File: config.mk
export PLATFORM = sky130hd
export DESIGN_NAME = tmt_queue
export DESIGN_NICKNAME = d
export VERILOG_FILES = /design/src/tmt_pkg.sv /design/src/tmt_queue.sv
export SDC_FILE = /design/constraint.sdc
export NUM_CORES = 1
export LEC_CHECK = 0
export BUFFER_PORTS_ARGS = -buffer_cell sky130_fd_sc_hd__buf_2
export CORE_UTILIZATION = 38
export CTS_CLUSTER_SIZE = 16
export DETAILED_ROUTE_END_ITERATION = 16
export PLACE_DENSITY = 0.58
export SETUP_SLACK_MARGIN = 0.15
export SYNTH_ARGS = -nofsm -noshare
export SYNTH_HDL_FRONTEND = slang
export SYNTH_SLANG_ARGS = --single-unit
File: constraint.sdc
create_clock -name i_clk -period 2 [get_ports i_clk]
set_input_delay 0.4 -clock i_clk [delete_from_list [all_inputs] [get_ports i_clk]]
set_output_delay 0.4 -clock i_clk [all_outputs]
set_load 0.01 [all_outputs]
File: src/tmt_pkg.sv
// shared types, constants and op codes for the text mode terminal engine
`timescale 1ns / 1ps
`default_nettype none

package tmt_pkg;

    // screen geometry
    localparam int COLS       = 80;
    localparam int ROWS       = 25;
    localparam int CELL_COUNT = ROWS * COLS;
    localparam int COPY_COUNT = CELL_COUNT - COLS;
    localparam int ADDR_W     = $clog2(CELL_COUNT);

    // field widths
    localparam int FUNC_W  = 2;
    localparam int CHAR_W  = 8;
    localparam int IDX_W   = 11;
    localparam int ROW_W   = 5;
    localparam int COL_W   = 7;
    localparam int POS_W   = 11;
    localparam int COLOR_W = 8;
    localparam int CELL_W  = COLOR_W + CHAR_W;

    localparam int TAB_STEP = 8;

    localparam logic [CHAR_W-1:0]  SPACE_CHAR  = 8'h20;
    localparam logic [CHAR_W-1:0]  CHAR_BS     = 8'h08;
    localparam logic [CHAR_W-1:0]  CHAR_TAB    = 8'h09;
    localparam logic [CHAR_W-1:0]  CHAR_LF     = 8'h0A;
    localparam logic [CHAR_W-1:0]  CHAR_CR     = 8'h0D;
    localparam logic [CHAR_W-1:0]  CHAR_LAST   = 8'h7F;
    localparam logic [COLOR_W-1:0] RESET_COLOR = 8'h07;
    localparam logic [CELL_W-1:0]  RESET_CELL  = {RESET_COLOR, SPACE_CHAR};

    // func codes
    localparam logic [FUNC_W-1:0] FUNC_PUT   = 2'd0;
    localparam logic [FUNC_W-1:0] FUNC_READ  = 2'd1;
    localparam logic [FUNC_W-1:0] FUNC_CLEAR = 2'd2;

    // decoded operation kinds
    localparam int OPK_W = 3;
    typedef logic [OPK_W-1:0] t_op_kind;

    localparam t_op_kind OP_NOP   = 3'd0;
    localparam t_op_kind OP_BS    = 3'd1;
    localparam t_op_kind OP_TAB   = 3'd2;
    localparam t_op_kind OP_CR    = 3'd3;
    localparam t_op_kind OP_LF    = 3'd4;
    localparam t_op_kind OP_PRINT = 3'd5;
    localparam t_op_kind OP_READ  = 3'd6;
    localparam t_op_kind OP_CLEAR = 3'd7;

    typedef struct packed {
        logic [FUNC_W-1:0] func;
        logic [CHAR_W-1:0] char_code;
        logic [IDX_W-1:0]  cell_index;
    } t_in_item;

    typedef struct packed {
        logic [ROW_W-1:0]  cursor_row;
        logic [COL_W-1:0]  cursor_col;
        logic [POS_W-1:0]  cursor_pos;
        logic [CELL_W-1:0] cell_data;
        logic              scrolled;
    } t_out_item;

    typedef struct packed {
        t_op_kind          kind;
        logic [CHAR_W-1:0] ch;
        logic [ADDR_W-1:0] addr;
    } t_op;

endpackage

`default_nettype wire

File: src/tmt_queue.sv
// two-entry operation queue between front and back
`timescale 1ns / 1ps
`default_nettype none

module tmt_queue import tmt_pkg::*; (
    input  wire logic i_clk,
    input  wire logic i_rst_n,
    input  wire logic i_push,
    input  wire t_op  i_push_op,
    output logic      o_full,
    output logic      o_valid,
    output t_op       o_op,
    input  wire logic i_pop
);

    t_op        r_slot [2];
    logic       r_wp;
    logic       r_rp;
    logic [1:0] r_cnt;
    logic [1:0] n_cnt;

    always_comb begin
        n_cnt = r_cnt;
        case ({i_push, i_pop})
            2'b10:   n_cnt = r_cnt + 2'd1;
            2'b01:   n_cnt = r_cnt - 2'd1;
            default: n_cnt = r_cnt;
        endcase
    end

    always_ff @(posedge i_clk) begin
        if (!i_rst_n) begin
            r_wp  <= 1'b0;
            r_rp  <= 1'b0;
            r_cnt <= 2'd0;
        end else begin
            r_cnt <= n_cnt;
            if (i_push) begin
                r_wp <= ~r_wp;
            end
            if (i_pop) begin
                r_rp <= ~r_rp;
            end
        end
    end

    always_ff @(posedge i_clk) begin
        if (i_push) begin
            r_slot[r_wp] <= i_push_op;
        end
    end

    assign o_full  = (r_cnt == 2'd2);
    assign o_valid = (r_cnt != 2'd0);
    assign o_op    = r_slot[r_rp];

    property p_no_pop_empty;
        @(posedge i_clk) disable iff (!i_rst_n) i_pop |-> r_cnt != 2'd0;
    endproperty
    a_no_pop_empty: assert property (p_no_pop_empty)
        else $error("pop from empty queue");

    property p_no_push_full;
        @(posedge i_clk) disable iff (!i_rst_n) i_push |-> r_cnt != 2'd2;
    endproperty
    a_no_push_full: assert property (p_no_push_full)
        else $error("push into full queue");

endmodule

`default_nettype wire

==> flow_summary.yaml, run 1 <==
run_status:
  status: "finished clean"
global_route:
  grt_util_all_layers_pct: 12.5
  grt_pass1_wl_um: 4670
  grt-ovfl-total: 0
  grt_max_degree: 24
  antenna_found_initial: 0
  grt_pass1_vias: 1069
critical_path:
  critPathLaunchType: "flop"
  critical_path_class: "reg2out"
  crit_path_end_kind: "output pin"
  slowest_stage: "mux2_2"
  arrival_ns: 1.36
  cp_cell_sequence: "buf_6, mux2_2, buf_2"
  cp_max_fo: 22
  slowest_delay_ns: 0.37
  required_ns: 1.60
logic_synthesis:
  ys_ff_latch: 49
  ys_warn_count: 0
  synth_compound_area_share_pct: 1.11
  ys_types: 17
  synth_mux_area_share_pct: 13.8
  synth_top_family_by_area: "multiplexers"
  syn-instance-count: 90
  synth_adder_area_share_pct: 0.696
  yosysSeqAreaShare_pct: 79.1
  synthesis.nets: 117
  synth_xor_area_share_pct: 1.46
  synthSimpleGateAreaFrac_pct: 3.13
  synth_area_per_cell_um2: 20.0
  netlist_area_um2: 1800
floorplan:
  dieHeight_um: 70.8
  initial_core_util_pct: 40.5
  coreArea_um2: 4440
  rows: 24
  die_area_um2: 5010
  ios: 50
  die_w_um: 70.8
power_and_ir_drop:
  p_seq_share_pct: 60.6
  switching_power_uw: 424
  leakage_uw: 0.000852
  ir_drop_v: 0.000546
  power.density_nw_per_um2: 889
  sw_frac_of_total_pct: 21.5
  power_frac_comb_pct: 12.6
  clkPwrFrac_pct: 26.8
  internal-power_uw: 1550
clock_network:
  hold_buffers: 0
  numCtsBuffers: 5
  clock-sinks: 49
  cts_setup_buffers: 0
  cts_tree: "done"
  clock_latency_ns: 0.29
  path_clk_slew_ns: 0.08
  clock-root-buffer: "clkbuf_8"
  cts.htree.levels: 2
  clockBufferDepth: 2
  cts_resized: 1
routing:
  drt-initial-drc-count: 24
  ant_nets: 0
  drc_errors: 0
  vias: 943
  wl_per_cell_um: 14.4
  dr.pass1.iters: 10
  via_per_inst: 4.69
  totalWireLength_um: 2890
sta:
  slew_violations: 0
  post-route-period-util_pct: 87.8
  setup_viol: 0
  period_minus_slack_ns: 1.76
  fmax_mhz: 569
  relSlewSlack_pct: 79.5
  skew_ns: 0.00481
  worst_pin_slew_ns: 0.308
  setup_tns_ns: 0
  hold_viol_final: 0
  rsz0062_at_grt: "no"
layout:
  layout-drive-gt1-share_pct: 57.0
  mostFrequentLayoutCells: "buf_2 (49), edfxtp_1 (44), mux2_2 (22), dfxtp_1 (5), clkbuf_8 (5)"
  diodes: 0
  final_area_um2: 2220
  fillers: 406
  num-nets-final: 175
  area_growth_pct: 23.3
  mostFrequentLayoutCell: "buf_2"
placement:
  dp.final_hpwl_um: 2000
  io_buffers: 49
  gp_congestion: 0.658
  placed_cell_area_um2: 2130
min_path:
  min-delay-path-class: "in2reg"
job:
  drv_cap: 0
==> synthesized netlist by cell type <==
cell type | n | share of area, %
a21boi_1 | 1 | 0.42
and2b_2 | 1 | 0.49
inv_1 | 1 | 0.21
nor2b_1 | 1 | 0.35
nor2_1 | 1 | 0.21
o21ai_0 | 1 | 0.28
ha_1 | 1 | 0.70
and2_1 | 4 | 1.4
dfxtp_1 | 5 | 5.6
buf_2 | 2 | 0.56
edfxtp_1 | 44 | 73
xor2_1 | 1 | 0.49
o21a_1 | 1 | 0.42
xnor2_1 | 2 | 0.97
mux2_2 | 22 | 14
or3_1 | 1 | 0.35
or2_2 | 1 | 0.35
==> worst max-delay path, delay by kind of cell, from the launching register on <==
family,cells,cell delay (ns)
buf+inv,2,0.37
flops,1,0.33
mux,1,0.37
==> registers in the layout (all words and copies together) (netlist names), named ones only <==
| register | count |
|---|---|
| r_wp | 1 |
| r_rp | 1 |
| r_cnt | 2 |
| r_slot | 44 |
==> path summary, 6_finish.rpt <==
check,from,endpoint,slack [ns],cells past startpoint
worst max-delay path,flop,o_op[14],0.24,3
worst min-delay path,i_push_op[3],r_slot[0][3],0.30,1
worst max register to register,r_wp,r_slot[0][5],0.95,2
worst min register to register,r_cnt[1],r_cnt[1],0.54,2
==> layout make-up <==
type | instances | area [um2] | area share (%)
inverter | 1 | 3.75 | 0.169
tap | 52 | 65.1 | 2.93
timing repair buffer | 53 | 279 | 12.6
sequential | 49 | 1420 | 64.1
clock buffer | 6 | 72.6 | 3.27
multi-input combinational | 38 | 365 | 16.5
clock inverter | 2 | 10.0 | 0.451
==> through the flow <==
stage               utilization (%)  hold slack (ns)  instances  setup slack (ns)  power (uW)
global route                   49.9            0.277        201             0.168        2060
finish                         49.9            0.296        201             0.243        1970
detailed placement             47.9            0.528        193             0.478        1470
floorplan                         -            0.461         90             0.181        1360
global placement               47.9            0.473        193             0.496        1460
CTS                            49.9            0.285        201             0.211        2000
==> cell families after synthesis <==
kind of cell             after synthesis
flip-flops                            49
multiplexers                          22
AND/OR/NAND/NOR                        9
AO/OA/AOI/OAI                          3
XOR/XNOR                               3
buffers and inverters                  3
adder cells (fa/ha/maj)                1
==> power by group through the flow <==
stage          clock network, uW  registers, uW  logic [uW]
5_1_grt                      593           1200         270
3_3_place_gp                   0           1210         244
2_1_floorplan                  0           1210         145
6_report                     528           1190         248
4_1_cts                      553           1200         254
3_5_place_dp                   0           1220         251
==> routing by layer <==
layer  track usage, %  up-vias  share of wire [%]
met5                0        -                  0
met4             5.33        0                1.1
met3             4.13        4                3.9
met2             23.5       22                 54
met1             12.6      460                 41
li1                 -      457                  -
Power figures use the tool's default switching activity.
==> run 2, diff against run 1 <==
--- a/config.mk
+++ b/config.mk
@@ -6,6 +6,7 @@
 export NUM_CORES = 1
 export LEC_CHECK = 0
 export BUFFER_PORTS_ARGS = -buffer_cell sky130_fd_sc_hd__buf_2
+export CORE_MARGIN = 5
 export CORE_UTILIZATION = 38
 export CTS_CLUSTER_SIZE = 16
 export DETAILED_ROUTE_END_ITERATION = 16
==> flow_summary.yaml, run 2 (same netlist as run 1, synthesis figures left out) <==
clock_network:
  cts.htree.levels: 2
  cts_resized: 0
  hold_buffers: 0
  cts_setup_buffers: 0
  clock_latency_ns: 0.29
  clockBufferDepth: 2
  numCtsBuffers: 5
  clock-root-buffer: "clkbuf_8"
  path_clk_slew_ns: 0.08
  clock-sinks: 49
  cts_tree: "done"
floorplan:
  coreArea_um2: 4660
  dieHeight_um: 78.8
  die_w_um: 78.8
  ios: 50
  initial_core_util_pct: 38.6
  rows: 25
  die_area_um2: 6210
routing:
  dr.pass1.iters: 4
  highest_layer: "met4"
  drt-initial-drc-count: 46
  via_per_inst: 4.61
  wl_met2_um: 1670
  ant_nets: 0
  drc_errors: 0
  wl_per_cell_um: 14.8
  vias: 945
  totalWireLength_um: 3040
  wl_met3_um: 158
  wl_met1_um: 1180
layout:
  seqCellArea_um2: 1420
  multi_input_area_um2: 365
  layout-drive-gt1-share_pct: 58.3
  largest_reg_flops: 44
  num-nets-final: 177
  fillers: 412
  mostFrequentLayoutCells: "buf_2 (49), edfxtp_1 (44), mux2_2 (22), clkbuf_8 (7), buf_4 (6)"
  top_regs: "r_slot x44, r_cnt x2"
  regMostFlops: "r_slot"
  final_cells: 205
  area_growth_pct: 25.1
  diodes: 0
  final_util_pct: 48.3
  mostFrequentLayoutCell: "buf_2"
critical_path:
  slowest_stage: "mux2_2"
  cpLargestDelayFamily: "multiplexers"
  critical_path_class: "reg2out"
  required_ns: 1.60
  crit_cells: 3
  slowest_delay_ns: 0.36
  rr_worst_depth: 2
  cp_max_fo: 12
  arrival_ns: 1.34
  critPathLaunchType: "flop"
  crit_path_end_kind: "output pin"
  crit_buf_inv: 2
  cp_cell_sequence: "buf_4, mux2_2, buf_2"
sta:
  relSlewSlack_pct: 87.7
  setup_viol: 0
  worst_pin_slew_ns: 0.184
  post-route-period-util_pct: 86.8
  setup_tns_ns: 0
  fmax_mhz: 576
  rsz0062_at_grt: "no"
  finalWorstSetupSlack_ns: 0.264
  skew_ns: 0.00360
  hold_ws_ns: 0.294
  hold_viol_final: 0
  slew_violations: 0
  period_minus_slack_ns: 1.74
global_route:
  grt_util_all_layers_pct: 10.7
  grt_max_degree: 15
  grt_pass1_vias: 1056
  antenna_found_initial: 0
  grt-ovfl-total: 0
  grt_pass1_wl_um: 4930
min_path:
  min-delay-path-class: "in2reg"
  min_path_cells: 1
placement:
  dp.final_hpwl_um: 2250
  dp.cells: 197
  io_buffers: 49
  place_ws_ns: 0.542
  gp_congestion: 0.688
power_and_ir_drop:
  ir_drop_v: 0.000492
  power.density_nw_per_um2: 911
  leakage_uw: 0.000871
job:
  drv_cap: 0
run_status:
  status: "finished clean"
run 2: final timing paths:
| kind | startpoint | end | slack, ns |
|---|---|---|---|
| max | flop | o_op[18] | 0.26 |
| min | i_push_op[3] | r_slot[1][3] | 0.29 |
| max reg2reg | r_wp | r_slot[1][13] | 0.96 |
| min reg2reg | r_cnt[1] | r_cnt[1] | 0.50 |
run 2: cell type report:
type	count	share of cell area, %
sequential	49	63.2
multi-input combinational	38	16.2
timing repair buffer	55	12.9
clock buffer	7	4.28
tap	54	3.00
clock inverter	1	0.222
inverter	1	0.167
run 2: worst reg2reg max path, cell delays in order, from the launching register on:
cell	delay [ns]
dfxtp_1	0.36
and2_1	0.15
buf_4	0.22
run 2: power breakdown:
part / internal, uW / leakage (uW) / switching, uW / total, uW
Sequential: 1180 / 0.000454 / 17.9 / 1190
Combinational: 130 / 0.000362 / 122 / 252
Clock: 312 / 0.0000542 / 290 / 602
run 2: routing by layer:
| layer | vias up | GRT usage [%] |
|---|---|---|
| li1 | 459 | - |
| met1 | 460 | 11.5 |
| met2 | 22 | 19.3 |
| met3 | 4 | 4.20 |
| met4 | 0 | 3.15 |
| met5 | - | 0 |
run 2: per-stage QoR:
step,instance area (um2),total power (uW)
4_1_cts,2250,2080
5_1_grt,2250,2160
2_1_floorplan,1800,1360
3_3_place_gp,2150,1470
3_5_place_dp,2150,1480
6_report,2250,2050
