--- src/tmt_pkg.sv ---
// shared types, constants and op codes for the text mode terminal engine
`timescale 1ns / 1ps
`default_nettype none

package tmt_pkg;

    // screen geometry
    localparam int COLS       = 80;
    localparam int ROWS       = 25;
    localparam int CELL_COUNT = ROWS * COLS;
    localparam int COPY_COUNT = CELL_COUNT - COLS;
    localparam int ADDR_W     = $clog2(CELL_COUNT);

    // field widths
    localparam int FUNC_W  = 2;
    localparam int CHAR_W  = 8;
    localparam int IDX_W   = 11;
    localparam int ROW_W   = 5;
    localparam int COL_W   = 7;
    localparam int POS_W   = 11;
    localparam int COLOR_W = 8;
    localparam int CELL_W  = COLOR_W + CHAR_W;

    localparam int TAB_STEP = 8;

    localparam logic [CHAR_W-1:0]  SPACE_CHAR  = 8'h20;
    localparam logic [CHAR_W-1:0]  CHAR_BS     = 8'h08;
    localparam logic [CHAR_W-1:0]  CHAR_TAB    = 8'h09;
    localparam logic [CHAR_W-1:0]  CHAR_LF     = 8'h0A;
    localparam logic [CHAR_W-1:0]  CHAR_CR     = 8'h0D;
    localparam logic [CHAR_W-1:0]  CHAR_LAST   = 8'h7F;
    localparam logic [COLOR_W-1:0] RESET_COLOR = 8'h07;
    localparam logic [CELL_W-1:0]  RESET_CELL  = {RESET_COLOR, SPACE_CHAR};

    // func codes
    localparam logic [FUNC_W-1:0] FUNC_PUT   = 2'd0;
    localparam logic [FUNC_W-1:0] FUNC_READ  = 2'd1;
    localparam logic [FUNC_W-1:0] FUNC_CLEAR = 2'd2;

    // decoded operation kinds
    localparam int OPK_W = 3;
    typedef logic [OPK_W-1:0] t_op_kind;

    localparam t_op_kind OP_NOP   = 3'd0;
    localparam t_op_kind OP_BS    = 3'd1;
    localparam t_op_kind OP_TAB   = 3'd2;
    localparam t_op_kind OP_CR    = 3'd3;
    localparam t_op_kind OP_LF    = 3'd4;
    localparam t_op_kind OP_PRINT = 3'd5;
    localparam t_op_kind OP_READ  = 3'd6;
    localparam t_op_kind OP_CLEAR = 3'd7;

    typedef struct packed {
        logic [FUNC_W-1:0] func;
        logic [CHAR_W-1:0] char_code;
        logic [IDX_W-1:0]  cell_index;
    } t_in_item;

    typedef struct packed {
        logic [ROW_W-1:0]  cursor_row;
        logic [COL_W-1:0]  cursor_col;
        logic [POS_W-1:0]  cursor_pos;
        logic [CELL_W-1:0] cell_data;
        logic              scrolled;
    } t_out_item;

    typedef struct packed {
        t_op_kind          kind;
        logic [CHAR_W-1:0] ch;
        logic [ADDR_W-1:0] addr;
    } t_op;

endpackage

`default_nettype wire

--- src/tmt_front.sv ---
// input side: accepts items and decodes them into operations
`timescale 1ns / 1ps
`default_nettype none

module tmt_front import tmt_pkg::*; (
    input  wire logic     i_clk,
    input  wire logic     i_rst_n,
    input  wire logic     i_in_valid,
    input  wire t_in_item i_in_item,
    output logic          o_in_stall,
    input  wire logic     i_q_full,
    input  wire logic     i_hold,
    output logic          o_push,
    output t_op           o_push_op
);

    t_op_kind kind;

    always_comb begin
        kind = OP_NOP;
        unique case (i_in_item.func)
            FUNC_PUT: begin
                if (i_in_item.char_code == CHAR_BS) begin
                    kind = OP_BS;
                end else if (i_in_item.char_code == CHAR_TAB) begin
                    kind = OP_TAB;
                end else if (i_in_item.char_code == CHAR_CR) begin
                    kind = OP_CR;
                end else if (i_in_item.char_code == CHAR_LF) begin
                    kind = OP_LF;
                end else if (i_in_item.char_code >= SPACE_CHAR &&
                             i_in_item.char_code <= CHAR_LAST) begin
                    kind = OP_PRINT;
                end
            end
            FUNC_READ: begin
                // out-of-range reads report zero, same as a no-op
                if (i_in_item.cell_index < IDX_W'(CELL_COUNT)) begin
                    kind = OP_READ;
                end
            end
            FUNC_CLEAR: begin
                kind = OP_CLEAR;
            end
            default: begin
                kind = OP_NOP;
            end
        endcase
    end

    assign o_in_stall     = i_q_full | i_hold;
    assign o_push         = i_in_valid & ~o_in_stall;
    assign o_push_op.kind = kind;
    assign o_push_op.ch   = i_in_item.char_code;
    assign o_push_op.addr = ADDR_W'(i_in_item.cell_index);

    property p_no_push_on_stall;
        @(posedge i_clk) disable iff (!i_rst_n) o_in_stall |-> !o_push;
    endproperty
    a_no_push_on_stall: assert property (p_no_push_on_stall)
        else $error("push while input stalled");

endmodule

`default_nettype wire

--- config.mk ---
export PLATFORM = sky130hd
export DESIGN_NAME = tmt_front
export DESIGN_NICKNAME = d
export VERILOG_FILES = /design/src/tmt_pkg.sv /design/src/tmt_front.sv
export SDC_FILE = /design/constraint.sdc
export NUM_CORES = 1
export LEC_CHECK = 0
export ABC_AREA = 0
export BUFFER_PORTS_ARGS = -buffer_cell sky130_fd_sc_hd__buf_4
export CAP_MARGIN = 20
export CELL_PAD_IN_SITES_DETAIL_PLACEMENT = 1
export CELL_PAD_IN_SITES_GLOBAL_PLACEMENT = 1
export CORE_MARGIN = 4
export CORE_UTILIZATION = 14
export DETAILED_ROUTE_END_ITERATION = 10
export GPL_TIMING_DRIVEN = 0
export PLACE_DENSITY_LB_ADDON = 0.1
export SLEW_MARGIN = 5
export SYNTH_ARGS = -nofsm -noshare
export SYNTH_HDL_FRONTEND = slang
export SYNTH_SLANG_ARGS = --single-unit
export TNS_END_PERCENT = 5
--- constraint.sdc ---
create_clock -name vclk -period 0.9
set_clock_uncertainty 0.15 [all_clocks]
set_input_delay 0.09 -clock vclk [all_inputs]
set_output_delay 0.09 -clock vclk [all_outputs]
set_load 0.01 [all_outputs]
==> metrics list, run 1 <==
- The run finished, with violations left.
- Violations in the final reports: setup timing
* Fill cell count: 234
* Mean Syn Cell Area: 6.71 um^2
- Leaving out fill and tap cells, the most frequent cell in the layout is sky130_fd_sc_hd__buf_4.
- The count of final hold-check violations is 0.
- Global Route Usage Sum: 8.10%
- GR Overflow Total: 0
- Data on the critical path arrives at its endpoint at 0.81 ns.
* Portion of synthesized cell area occupied by the leading cell type: 54.5%
- The global routing stage identified its most utilized layer as met2.
- Unrepaired setup endpoints after global routing: yes
- # diodes: 0
- Count of hold-fix buffers inserted at cts: 0
- Part of the cycle the worst path needs: 117%
* Endpoint kind of the worst setup timing path: output port
- Count of vias placed by the detailed router: 393
- Worst slew slack as a fraction of its limit: 88.3%
* Routed via count divided by cell count: 3.64
- Final sequential cell count: 0
* Detailed Place HPWL: 1060 um
- In this run the standard cell core region covers 0.00175 mm^2.
* Post-Route Setup TNS: -0.392 ns
* Worst-case setup slack after placement: -0.234 ns
- After synthesis, the cell types taking the most area are sky130_fd_sc_hd__buf_4 (55%), sky130_fd_sc_hd__nand3_1 (5.7%), sky130_fd_sc_hd__a31oi_1 (4.8%).
* Final design area excluding fillers: 643 um^2
- Summing all flip-flop and latch instances after layout gives 0 um^2.
* Hold path start: i_in_item[1]
- In this run the worst path has a maximum fanout of 3.
- Min Hold Slack: 0.209 ns
- Count of cell types in the netlist: 15
* Clkbuf count: 0
- The analysis attributes to cell leakage a power of 0.000348 uW.
- Of the synthesized area, sequential elements account for 0%.
- Layout cells sized above 1: 78.3%
- Violation count after the first detailed-route iteration: 0
* Remaining routing DRC violations: 0
- Required arrival time at the worst endpoint: 0.66 ns
- Met1 GRT Util: 8.19%
- Fin. max-slew vios: 0
- The top cell types in the final layout, fill and taps aside, are sky130_fd_sc_hd__buf_4 (61), sky130_fd_sc_hd__nor2_1 (3), sky130_fd_sc_hd__nand3_1 (3).
* Final period demand of the worst path: 1.05 ns
- # placed instances: 108
- GPL Wtd Cong: 0.635
* Least setup slack across all paths after layout: -0.149 ns
- Global-route wire length before repair: 1740 um
* Die Ht: 51.2 um
- Count of buffers inserted at the top-level ports: 44
- The tool flagged a number of max-cap violations equal to 0.
* Worst-case vdd ir drop: 0.000164 V
- Total setup buffers inserted after CTS: 0
* Area after detailed placement: 623 um^2
* Hold path depth: 2
- Die footprint: 0.00262 mm^2
- P&R area growth vs syn: 146%
- The synthesized netlist occupies a cell area of 262 um^2.
* Standard-cell row count: 15
- For this design, the slowest cell found on the critical path is sky130_fd_sc_hd__nor3b_4.
* Critical path startpoint category: input port
- Syn_nets: 65
* Finished Layout Cells: 108
* Final count of negative-setup-slack endpoints: 3
- Power spread over the standard cell area amounts to 484 mW/mm^2.
- GRT met3 Usage: 0.583%
* Crit Path Category: in2out
- Fin nets: 111
- The number of antenna violations at the first check in global routing is 0.
* Top achievable clock speed: 954 MHz
- Number of global-route vias before repair: 445
* Io pins: 50
- Actual transition at the worst max-transition pin: 0.175 ns
- For this run, the detailed router's first-pass iteration total came to 1.
- The die is 51.2 um wide.
* Maximum single-stage delay on the critical path: 0.21 ns
- Hold WC Path Type: in2out
- For this block, the routed nets add up to 1090 um of wire.
* Largest net degree at the start of global routing: 5
* Endpoint with the worst hold slack: o_push_op[1]
- The Yosys step of the flow raised 0 warnings.
- Global routing consumed, on the met2 layer, 18.2% of the routing resources.
- The critical path starts at i_in_item[15].
* Leading area contributor after synthesis: sky130_fd_sc_hd__buf_4
- Starting density of the core: 15.0%
- Remaining antenna violation count: 0
- In the synthesized netlist, the number of instances is 39.
- Critical path cell sequence: buf_6 -> nor3b_4 -> nand3_1 -> a31oi_1 -> buf_4
- In the final routed layout, each cell accounts on average for 10.0 um.
per-stage QoR:
stage	utilization, %	total power (uW)
floorplan	-	125
global placement	35.7	303
detailed placement	35.7	307
CTS	36.8	318
global route	36.8	338
finish	36.8	311
kinds of logic (layout without fill, tap and decap cells):
group / count (synthesis) / count (layout) / synth area share, %
buffers and inverters: 21 / 65 / 57.4
XOR/XNOR: 1 / 1 / 3.35
AO/OA/AOI/OAI: 6 / 6 / 14.4
AND/OR/NAND/NOR: 11 / 11 / 24.9
cell type report:
class,instances,area (um^2),share of cell area [%]
repair buffers,44,338,52.5
plain buffers,19,143,22.2
multi-input cells,18,124,19.3
well taps,25,31.3,4.86
inverters,2,7.51,1.17
routing by layer:
layer  vias up  share of wire (%)
met5         -                  0
met4         0                  0
met3         0                 11
met2        25                 56
met1       167                 33
li1        201                  -
worst max-delay path by stage:
| stage | to | cells past startpoint |
|---|---|---|
| 4_1_cts | o_push_op[21] | 5 |
| 5_1_grt | o_push_op[21] | 5 |
| 3_3_place_gp | o_push_op[19] | 5 |
| 3_5_place_dp | o_push_op[19] | 5 |
| 2_1_floorplan | o_push_op[19] | 3 |
| 6_report | o_push_op[21] | 5 |
critical path, delay by kind of cell:
family | cells | cell delay (ns)
AOI/OAI and AO/OA | 1 | 0.16
buffers and inverters | 2 | 0.25
and+or+nand+nor | 2 | 0.31
power breakdown:
group / switching [uW] / internal [uW]
combinational: 113 / 198
clock: 0 / 0
sequential: 0 / 0
total: 113 / 198
what timing repair did:
item,CTS,global route
resized for setup,4,0
hold endpoints to repair,0,0
setup endpoints to repair,3,4
pin swaps,3,1
Yosys cell counts, drive strengths merged:
library cell / n
nor3: 1
nand3: 3
nand2: 1
buf: 19
or2: 1
a31oi: 2
o211ai: 1
o21bai: 1
xnor2: 1
inv: 2
o21ai: 1
nor2: 3
nor3b: 1
nand4: 1
a21oi: 1
Note: power is estimated with default switching activity, not from simulation.
==> run 2: changes to the inputs <==
--- a/config.mk
+++ b/config.mk
@@ -11,7 +11,7 @@
 export CELL_PAD_IN_SITES_DETAIL_PLACEMENT = 1
 export CELL_PAD_IN_SITES_GLOBAL_PLACEMENT = 1
 export CORE_MARGIN = 4
-export CORE_UTILIZATION = 14
+export CORE_UTILIZATION = 13
 export DETAILED_ROUTE_END_ITERATION = 10
 export GPL_TIMING_DRIVEN = 0
 export PLACE_DENSITY_LB_ADDON = 0.1
==> constraint.sdc (replaced) <==
create_clock -name vclk -period 0.85
set_clock_uncertainty 0.15 [all_clocks]
set_input_delay 0.085 -clock vclk [all_inputs]
set_output_delay 0.085 -clock vclk [all_outputs]
set_load 0.01 [all_outputs]
==> run 2 against run 1 <==
  * The run still ends with setup timing left
  * Combinational power grew 10%
  * Core utilization increased by 0.061 points
  * Non-clock buffer count grew 1
  * Total power increased by 10%
  * Critical path depth unchanged
==> metrics list, run 2 (same netlist as run 1, synthesis figures left out) <==
- Average detailed-routed wire length per instance: 10.3 um
* Endpoint kind of the worst setup timing path: output port
- Detailed Place HPWL: 1040 um
* GR Overflow Total: 0
- Largest net degree at the start of global routing: 5
* Fin. max-slew vios: 0
* Endpoints failing hold: 0
* Most common cell after layout, fill and taps aside: sky130_fd_sc_hd__buf_4
* Routed via count divided by cell count: 3.74
- The die is 52.9 um wide.
- In the global route stage, met2 resource usage came out at 13.4%.
* Violation count after the first detailed-route iteration: 1
- Top achievable clock speed: 978 MHz
* Layer with the highest usage after global routing: met2
* Global-route wire length before repair: 1720 um
- Global routing consumed, on the met3 layer, 4.23% of the routing resources.
* Outcome: finished, violations left
- Placeable Area: 0.00182 mm^2
- Part of the cycle the worst path needs: 120%
- Io pins: 50
- Antenna violations before repair: 0
- Number of optimization iterations in the first detailed-route pass: 4
* Least setup slack across all paths after layout: -0.172 ns
* Critical Path Start: i_in_item[15]
- Pwr Density: 510 mW/mm^2
- Worst-case setup slack after placement: -0.243 ns
- There are 0 flip-flops and latches.
- IR analysis of the VDD net gives a maximum drop of 0.000155 V.
- Final Routed Wirelength: 1120 um
- Global Route Usage Sum: 7.69%
- Data arrives at the worst endpoint at 0.79 ns.
- Headroom to the max-slew limit came out at 85.2%.
* Max_cap viols: 0
- Crit-path max FO: 3
- Violations in the final reports: setup timing
- In this run the remaining antenna-violating nets after routing total 0.
* Die Ht: 52.9 um
* Final period demand of the worst path: 1.02 ns
- Destination of the critical timing path: o_push_op[19]
* Number of global-route vias before repair: 459
* Count of buffers inserted at the top-level ports: 44
- Most frequent cells in the layout: sky130_fd_sc_hd__buf_4 (60), sky130_fd_sc_hd__buf_6 (4), sky130_fd_sc_hd__nor2_1 (3), sky130_fd_sc_hd__nand3_1 (3), sky130_fd_sc_hd__inv_1 (2)
- Clock buffers in the final layout number 0.
* Hold WC Path Type: in2out
* Unrepaired setup endpoints after global routing: yes
- Combined flip-flop and latch cell area: 0 um^2
- Required arrival time at the worst endpoint: 0.61 ns
* GPL Wtd Cong: 0.631
- Fin nets: 112
- 0 antenna diodes ended up in the layout.
- Crit Path Category: in2out
* Standard-cell row count: 15
- For this configuration, the core starts out at a cell density of 14.4%.
- Adding up every negative setup slack in the final design gives -0.530 ns.
* Die footprint: 0.00279 mm^2
- Remaining routing DRC violations: 0
* Total leakage power: 0.000358 uW
- Count of vias placed by the detailed router: 408
* Layout cells sized above 1: 82.1%
- Actual transition at the worst max-transition pin: 0.221 ns
* Met1 GRT Util: 8.67%
* Critical path startpoint category: input port
- Compared with the post-synthesis result, the final layout area differs by 157%.
- Final count of negative-setup-slack endpoints: 4
==> run 2: area by class of cell <==
| cell class | count | area, um^2 |
|---|---|---|
| Inverter | 2 | 7.51 |
| Multi-Input combinational cell | 18 | 138 |
| Timing Repair Buffer | 45 | 353 |
| Fill cell | 247 | 1150 |
| Buffer | 19 | 143 |
| Tap cell | 25 | 31.3 |
==> run 2: metrics by stage <==
stage                     power, uW  cells  instance area (um^2)  util [%]  hold WS, ns
after floorplan                 134     39                   268         -       0.0494
after global placement          324    108                   629      34.6        0.198
after detailed placement        326    108                   629      34.6        0.200
after CTS                       339    108                   649      35.7        0.200
after global routing            376    109                   672      36.9        0.208
final                           343    109                   672      36.9        0.198
==> run 2: worst min-delay path by stage <==
stage	from	slack [ns]	end	cells past startpoint
global placement	i_in_item[1]	0.20	o_push_op[1]	2
floorplan	i_in_item[19]	0.05	o_push_op[19]	1
detailed placement	i_in_item[1]	0.20	o_push_op[1]	2
CTS	i_in_item[1]	0.20	o_push_op[1]	2
global route	i_in_item[0]	0.21	o_push_op[0]	2
finish	i_in_item[1]	0.20	o_push_op[1]	2
==> run 2: power by group <==
| part | switching, uW | internal [uW] | total, uW |
|---|---|---|---|
| clock network | 0 | 0 | 0 |
| logic | 124 | 219 | 343 |
| registers | 0 | 0 | 0 |
| total | 124 | 219 | 343 |
==> run 2: worst max-delay path: stages <==
cell	delay (ns)
sky130_fd_sc_hd__buf_6	0.10
sky130_fd_sc_hd__nor3b_4	0.21
sky130_fd_sc_hd__nand3_1	0.12
sky130_fd_sc_hd__a31oi_2	0.14
sky130_fd_sc_hd__buf_4	0.14
==> run 2: per-layer routing <==
metal / vias up / part of all wire [%]
li1: 202 / -
met1: 174 / 38
met2: 32 / 45
met3: 0 / 17
met4: 0 / 0
met5: - / 0
==> run 2: repair_timing <==
| action | CTS | global route |
|---|---|---|
| endpoints found under the hold margin | 0 | 0 |
| hold buffers | 0 | 0 |
| pin swaps | 7 | 3 |
| gates resized for setup | 4 | 4 |
| endpoints found under the setup margin | 4 | 4 |
| buffers inserted | 0 | 1 |
